$ cat config.mk
export PLATFORM = sky130hd
export DESIGN_NAME = fsq_merge
export DESIGN_NICKNAME = d
export VERILOG_FILES = /design/src/rtl/core/curve25519_field_square_top_assert.svh /design/src/rtl/core/fsq_pkg.sv /design/src/rtl/core/fsq_merge.sv
export SDC_FILE = /design/constraint.sdc
export NUM_CORES = 2
export LEC_CHECK = 0
export BUFFER_PORTS_ARGS = -buffer_cell sky130_fd_sc_hd__buf_4
export CAP_MARGIN = 20
export CORE_ASPECT_RATIO = 0.8
export CORE_UTILIZATION = 60
export DETAILED_ROUTE_END_ITERATION = 7
export GPL_TIMING_DRIVEN = 0
export PLACE_DENSITY = 0.84
export REMOVE_ABC_BUFFERS = 1
export SETUP_SLACK_MARGIN = 0.1
export SYNTH_ARGS = -nofsm -noshare
export SYNTH_HDL_FRONTEND = slang
export SYNTH_SLANG_ARGS = --single-unit
$ cat constraint.sdc
create_clock -name i_clk -period 7.8 [get_ports i_clk]
set_input_delay 0 -clock i_clk [delete_from_list [all_inputs] [get_ports i_clk]]
set_output_delay 0 -clock i_clk [all_outputs]
set_load 0.02 [all_outputs]
$ cat src/rtl/core/curve25519_field_square_top_assert.svh
`ifndef CURVE25519_FIELD_SQUARE_TOP_ASSERT_SVH
`define CURVE25519_FIELD_SQUARE_TOP_ASSERT_SVH

// Same-cycle implication, checked only while reset is released.
`define FSQ_ASSERT_NOW(label, clk, rst_n, ante, cons, msg) \
    label: assert property (@(posedge clk) disable iff (!rst_n) (ante) |-> (cons)) \
        else $error(msg);

// Next-cycle implication, checked only while reset is released.
`define FSQ_ASSERT_NEXT(label, clk, rst_n, ante, cons, msg) \
    label: assert property (@(posedge clk) disable iff (!rst_n) (ante) |=> (cons)) \
        else $error(msg);

`endif

$ cat src/rtl/core/fsq_pkg.sv
package fsq_pkg;

    localparam int LIMB_BITS    = 51;
    localparam int IN_BITS      = 52;
    localparam int HALF_BITS    = 26;
    localparam int PROD_BITS    = 104;
    localparam int SCALED_BITS  = 110;
    localparam int COL_BITS     = 112;
    localparam int CARRY_BITS   = COL_BITS - LIMB_BITS;
    localparam int FOLD_BITS    = 67;
    localparam int NLIMB        = 5;
    localparam int NTERM        = 3;
    localparam int LANE_STAGES  = 4;
    localparam int MERGE_STAGES = 7;
    localparam int NSTAGE       = LANE_STAGES + MERGE_STAGES;

    typedef logic [IN_BITS-1:0]   t_limb;
    typedef t_limb [NLIMB-1:0]    t_limbs;
    typedef t_limb [NTERM-1:0]    t_terms;
    typedef logic [COL_BITS-1:0]  t_col;
    typedef t_col [NLIMB-1:0]     t_cols;
    typedef logic [2:0]           t_idx;

    // Weight applied to a raw limb product: doubling for cross terms and
    // folding by 19 for terms at or above 2^255.
    typedef enum logic [1:0] {
        SC_1,
        SC_2,
        SC_19,
        SC_38
    } t_scale;

    typedef t_scale [NTERM-1:0] t_scales;

    // Column j of the square is sum over t of COL_K * a[COL_X] * a[COL_Y].
    localparam t_idx COL_X [NLIMB][NTERM] = '{
        '{3'd0, 3'd1, 3'd2},
        '{3'd0, 3'd3, 3'd2},
        '{3'd0, 3'd1, 3'd3},
        '{3'd0, 3'd1, 3'd4},
        '{3'd0, 3'd1, 3'd2}
    };

    localparam t_idx COL_Y [NLIMB][NTERM] = '{
        '{3'd0, 3'd4, 3'd3},
        '{3'd1, 3'd3, 3'd4},
        '{3'd2, 3'd1, 3'd4},
        '{3'd3, 3'd2, 3'd4},
        '{3'd4, 3'd3, 3'd2}
    };

    localparam t_scale COL_K [NLIMB][NTERM] = '{
        '{SC_1, SC_38, SC_38},
        '{SC_2, SC_19, SC_38},
        '{SC_2, SC_1,  SC_38},
        '{SC_2, SC_2,  SC_19},
        '{SC_2, SC_2,  SC_1}
    };

endpackage

$ cat src/rtl/core/fsq_merge.sv
module fsq_merge (
    input  logic                              i_clk,
    input  logic [fsq_pkg::MERGE_STAGES-1:0]  i_en,
    input  fsq_pkg::t_cols                    i_col,
    output logic [fsq_pkg::LIMB_BITS-1:0]     o_sq_limb0,
    output logic [fsq_pkg::IN_BITS-1:0]       o_sq_limb1,
    output logic [fsq_pkg::LIMB_BITS-1:0]     o_sq_limb2,
    output logic [fsq_pkg::LIMB_BITS-1:0]     o_sq_limb3,
    output logic [fsq_pkg::LIMB_BITS-1:0]     o_sq_limb4
);
    import fsq_pkg::*;

    localparam int TOP_BITS = FOLD_BITS - LIMB_BITS;

    typedef logic [LIMB_BITS-1:0]  t_h;
    typedef logic [CARRY_BITS-1:0] t_k;

    // Stage 1: split column 0.
    t_h   r1_h0;
    t_k   r1_k;
    t_col r1_c1, r1_c2, r1_c3, r1_c4;
    // Stages 2 to 5: one column absorbs the running carry per stage.
    t_col n2, n3, n4, n5;
    t_h   r2_h0, r2_h1;
    t_k   r2_k;
    t_col r2_c2, r2_c3, r2_c4;
    t_h   r3_h0, r3_h1, r3_h2;
    t_k   r3_k;
    t_col r3_c3, r3_c4;
    t_h   r4_h0, r4_h1, r4_h2, r4_h3;
    t_k   r4_k;
    t_col r4_c4;
    t_h   r5_h0, r5_h1, r5_h2, r5_h3, r5_h4;
    t_k   r5_k;
    // Stage 6: fold 19 times the top carry into limb 0.
    logic [FOLD_BITS-1:0] w_k_ext;
    logic [FOLD_BITS-1:0] n6;
    t_h                   r6_h0, r6_h1, r6_h2, r6_h3, r6_h4;
    logic [TOP_BITS-1:0]  r6_c;
    // Stage 7: last carry lands in limb 1, which is left lazily reduced.
    logic [IN_BITS-1:0]   n7;
    t_h                   r7_h0, r7_h2, r7_h3, r7_h4;
    logic [IN_BITS-1:0]   r7_h1;

    always_comb begin
        n2      = r1_c1 + {{LIMB_BITS{1'b0}}, r1_k};
        n3      = r2_c2 + {{LIMB_BITS{1'b0}}, r2_k};
        n4      = r3_c3 + {{LIMB_BITS{1'b0}}, r3_k};
        n5      = r4_c4 + {{LIMB_BITS{1'b0}}, r4_k};
        w_k_ext = {{(FOLD_BITS-CARRY_BITS){1'b0}}, r5_k};
        n6      = {{TOP_BITS{1'b0}}, r5_h0} + (w_k_ext << 4) + (w_k_ext << 1) + w_k_ext;
        n7      = {1'b0, r6_h1} + {{(IN_BITS-TOP_BITS){1'b0}}, r6_c};
    end

    always_ff @(posedge i_clk) begin
        if (i_en[0]) begin
            r1_h0 <= i_col[0][LIMB_BITS-1:0];
            r1_k  <= i_col[0][COL_BITS-1:LIMB_BITS];
            r1_c1 <= i_col[1];
            r1_c2 <= i_col[2];
            r1_c3 <= i_col[3];
            r1_c4 <= i_col[4];
        end
        if (i_en[1]) begin
            r2_h0 <= r1_h0;
            r2_h1 <= n2[LIMB_BITS-1:0];
            r2_k  <= n2[COL_BITS-1:LIMB_BITS];
            r2_c2 <= r1_c2;
            r2_c3 <= r1_c3;
            r2_c4 <= r1_c4;
        end
        if (i_en[2]) begin
            r3_h0 <= r2_h0;
            r3_h1 <= r2_h1;
            r3_h2 <= n3[LIMB_BITS-1:0];
            r3_k  <= n3[COL_BITS-1:LIMB_BITS];
            r3_c3 <= r2_c3;
            r3_c4 <= r2_c4;
        end
        if (i_en[3]) begin
            r4_h0 <= r3_h0;
            r4_h1 <= r3_h1;
            r4_h2 <= r3_h2;
            r4_h3 <= n4[LIMB_BITS-1:0];
            r4_k  <= n4[COL_BITS-1:LIMB_BITS];
            r4_c4 <= r3_c4;
        end
        if (i_en[4]) begin
            r5_h0 <= r4_h0;
            r5_h1 <= r4_h1;
            r5_h2 <= r4_h2;
            r5_h3 <= r4_h3;
            r5_h4 <= n5[LIMB_BITS-1:0];
            r5_k  <= n5[COL_BITS-1:LIMB_BITS];
        end
        if (i_en[5]) begin
            r6_h0 <= n6[LIMB_BITS-1:0];
            r6_c  <= n6[FOLD_BITS-1:LIMB_BITS];
            r6_h1 <= r5_h1;
            r6_h2 <= r5_h2;
            r6_h3 <= r5_h3;
            r6_h4 <= r5_h4;
        end
        if (i_en[6]) begin
            r7_h0 <= r6_h0;
            r7_h1 <= n7;
            r7_h2 <= r6_h2;
            r7_h3 <= r6_h3;
            r7_h4 <= r6_h4;
        end
    end

    assign o_sq_limb0 = r7_h0;
    assign o_sq_limb1 = r7_h1;
    assign o_sq_limb2 = r7_h2;
    assign o_sq_limb3 = r7_h3;
    assign o_sq_limb4 = r7_h4;

endmodule
==> qor.csv <==
stage,metric,value,unit
run_status,run status,"finished, violations left",
run_status,violated checks,DRC,
cells_and_area,Total Nets Final,9802,
setup_path,start of the worst register-to-register path,r5_k[1],
global_route,Tot GR Track Use,0.323,
setup_path,Critical Path Source Type,flop,
clock_network,CTS clock-pin slew for the worst setup and hold paths,0.07,ns
synthesis,area share of fa/ha/maj cells after synthesis,0.0597,
clock_network,source-to-sink clock delay at the later pin of the worst-skew pair,0.87,ns
placement,number of buffers added on ports,823,
timing,final critical-path share of the clock period,0.689,
placement,RePlAce Congestion,0.991,
route,first-iteration detailed-routing DRC count,9244,
timing,final setup slack of the worst path,2.43,ns
synthesis,cell with the most instances after synthesis,edfxtp_1,
synthesis,flop and latch count out of synthesis,2716,
min_path,startpoint of the tightest hold check path,i_col[527],
placement,dpl hpwl,186000,um
timing,maximum operating frequency,186,MHz
synthesis,cell types with the highest counts after synthesis,"edfxtp_1, a21oi_1, nand2_1",
setup_path,Crit Reg-Reg Endpoint,r6_c[5],
power_and_ir_drop,Power per Cell Area,270,nW/um^2
synthesis,fraction of post-synthesis cell area in the top cell type by area,0.749,
die,effective utilization at floorplan,0.605,
job,Max Cap Violations,0,
route,drt drc,48,
global_route,wire length of the first global-routing pass,436000,um
synthesis,multiplexer fraction of the synthesized cell area,0,
timing,clock period minus final worst setup slack,5.37,ns
synthesis,Synthesis Warnings,0,
synthesis,synth unique cells,84,
timing,minimum hold slack,0.0385,ns
route,antenna-violating nets left,0,
synthesis,netlist area before placement,109000,sq um
setup_path,Critical Setup Path Class,flop to flop,
timing,total count of max-transition violations in the final report,0,
power_and_ir_drop,clock share of power,0.335,
clock_network,cts bufs inserted,238,
clock_network,CTS tree,yes,
setup_path,Crit. End Element,flop,
global_route,number of global-route vias before repair,69860,
setup_path,worst-path fanout max,4,
synthesis,XOR/XNOR share of the synthesized area,0.0435,
synthesis,dominant cell type by area after synthesis,edfxtp_1,
synthesis,main flop type after synthesis,edfxtp_1,
power_and_ir_drop,switching portion of total power,0.264,
die,Core ar.,180000,sq um
global_route,antenna violations before repair,46,
cells_and_area,Fillers,9530,
die,number of primary I/O pins,824,
synthesis,Compound-Gate Fraction of Synth Area,0.0679,
setup_path,Max stage delay on crit path,0.76,ns
route,length of the first detailed-routing pass in iterations,8,
setup_path,cell with the largest stage delay on the worst path,o41ai_1,
power_and_ir_drop,Cell Int Power,27300,uW
setup_path,endpoint arrival time on the critical path,5.93,ns
timing,setup TNS after final layout,0,ns
die,die height,383,um
min_path,Hold WC Path Type,input pin to flop,
route,DRT Wirelength,301000,um
die,die boundary width,478,um
power_and_ir_drop,Logic pwr share,0.162,
synthesis,main combinational cell family by area after synthesis,compound AO/OA/AOI/OAI gates,
setup_path,cell breakdown of the critical path,inv_1 -> fa_1 -> fa_1 -> inv_1 -> ha_1 -> o211ai_1 -> a21o_1 -> a211oi_1 -> o21a_1 -> o41ai_1 -> o21ai_0 -> a21oi_1 -> o21ai_0 -> a21oi_1 -> xnor2_1,
timing,"Hold Vio Cnt, Final",0,
power_and_ir_drop,leakage component of the power,0.0521,uW
clock_network,CTS H-tree lvls,4,
timing,total setup violations reported at the end of the flow,0,
global_route,pin count of the biggest net entering global routing,132,
power_and_ir_drop,net switching power,9820,uW
clock_network,CTS-repair resized insts,0,
setup_path,worst path required time,8.35,ns
min_path,number of instances on the worst hold path,2,
min_path,endpoint with the worst hold slack,r1_c4[79],
setup_path,Register-to-Register Setup Slack,2.43,ns
cells_and_area,share of post-route cells with drive strength above 1,0.141,
route,total number of vias,69145,
timing,final setup skew,0.0687,ns
synthesis,synth top area cells,"edfxtp_1, ha_1, xnor2_1, fa_1, a21oi_1",
cells_and_area,final cell count without fillers,11433,
clock_network,clock root cell,clkbuf_16,
synthesis,mean instance size in the synthesized netlist,16.2,sq um
setup_path,length in cells of the worst reg-to-reg path,15,
die,site row count,139,
placement,Place WS,2.68,ns
route,WL/cell,26.3,um
clock_network,sink count of the clock tree,2716,
synthesis,sequential area share after synthesis,0.749,
synthesis,simple logic cell fraction of the synthesized area,0.0629,
clock_network,Clock Path Buffers,3,
timing,setup repair after global routing missed its margin,false,
power_and_ir_drop,sequential power share,0.503,
timing,measured slew at the worst slew-check pin,1.15,ns
timing,Max-Slew Margin vs Limit,0.222,
synthesis,number of enable flip-flop cells after synthesis,2716,
synthesis,asr flop ratio synth,0,
placement,placed cell count,9811,
die,die footprint,183000,sq um
route,average vias per placed instance,6.05,
cells_and_area,Area growth syn-to-layout,26.5,%
synthesis,gate count of the mapped netlist,6720,
global_route,GR Overflow Total,0,
power_and_ir_drop,IR Drop Worst-Case VDD,0.233,mV
==> state kept, by name, summed over array words and instances, names as in the netlist, 61 cells and up <==
name and cells:
r2_c2 112, r4_k 61, r1_c4 112, r2_k 61, r1_k 61, r1_c2 112, r3_c4 112, r1_c1 112
r4_c4 112, r1_c3 112, r2_c4 112, r3_k 61, r5_k 61, r2_c3 112, r3_c3 112
==> per-stage QoR <==
step | instance area, sq um | total power (uW) | util
6_report | 138000 | 37200 | 0.765
5_1_grt | 138000 | 38300 | 0.765
2_1_floorplan | 108000 | 22000 | -
4_1_cts | 138000 | 36700 | 0.765
3_5_place_dp | 118000 | 24200 | 0.657
3_3_place_gp | 117000 | 24000 | 0.653
==> repair_timing <==
| action | CTS | global route |
|---|---|---|
| hold buffers | 1126 | 0 |
| hold endpoints to repair | 1230 | 0 |
| setup buffers | 0 | 0 |
| endpoints found under the setup margin | 0 | 0 |
==> layout make-up <==
type	instances	area, sq um	area share
antenna	45	113	0.000818
clock buffer	270	6100	0.0443
clock inverter	178	2020	0.0147
inverter	323	1210	0.00881
multi-input combinational	3527	25500	0.185
sequential	2716	81600	0.593
tap	2397	3000	0.0218
timing repair buffer	1977	18200	0.132
==> power groups by stage <==
stage	combinational, uW	clock [uW]	sequential, uW
after global placement	5070	0	18900
final	6000	12500	18700
after global routing	6430	13100	18800
after CTS	5770	12300	18600
after detailed placement	5240	0	18900
after floorplan	3100	0	18900
==> critical path: cells and delay by family, from the launching register on <==
family	cells	cell delay [ns]
fa+ha+maj	3	1.38
xor+xnor	1	0.09
flops	1	0.47
buf+inv	2	0.24
compound gates	9	2.87
==> layer usage <==
metal | global-route usage | part of all wire
met1 | 0.399 | 0.36
met2 | 0.524 | 0.48
met3 | 0.0692 | 0.093
met4 | 0.204 | 0.076
met5 | 0 | 0.00025
==> how the worst max path moves through the flow <==
stage | start | end | slack, ns | depth (start not counted)
4_1_cts | r5_k[1] | r6_c[5] | 2.58 | 15
3_3_place_gp | i_en[0] | r1_k[0] | 1.92 | 1
2_1_floorplan | r5_k[4] | r6_c[5] | 3.77 | 15
6_report | r5_k[1] | r6_c[5] | 2.43 | 15
5_1_grt | r5_k[1] | r6_c[5] | 2.29 | 15
3_5_place_dp | r5_k[1] | r6_c[5] | 2.68 | 15
==> layout by cell type, fill, tap and decap left out, types with 14 or more instances in the layout <==
cell	netlist	routed
xnor2_1	321	321
dlygate4sd3_1	0	1126
a221oi_1	14	14
edfxtp_1	2716	2716
clkinvlp_4	0	20
or3_1	26	26
a21oi_1	389	389
buf_16	0	23
a21boi_0	17	17
ha_1	338	338
nand2b_1	28	28
nor2b_1	36	36
clkinv_1	0	46
and4_1	16	16
nor2_1	254	254
clkbuf_16	0	239
o21bai_1	63	63
nand3_1	162	162
a211oi_1	21	20
clkbuf_1	134	31
nor4_1	36	36
o21ai_0	204	204
fa_1	113	113
bufinv_16	0	35
and2_1	39	39
nand2_1	360	360
a31oi_1	39	39
o211ai_1	24	24
and3_1	114	114
or2_2	17	17
buf_4	0	818
a21o_1	210	210
xor2_1	219	219
nor3_1	102	102
inv_1	323	323
diode_2	0	45
o21a_1	55	55
clkinv_2	0	44
o31ai_1	24	23
nand4_1	145	145
==> cells by family (layout without fill, tap and decap cells) <==
| group | count (synthesis) | after routing |
|---|---|---|
| and+or+nand+nor | 1371 | 1371 |
| adders and majority gates | 451 | 451 |
| DFF | 2716 | 2716 |
| xor gates and xnor gates | 540 | 540 |
| buffers and inverters | 477 | 2748 |
| AOI/OAI and AO/OA | 1165 | 1165 |
| other | 0 | 45 |
Note: power is estimated with default switching activity, not from simulation.
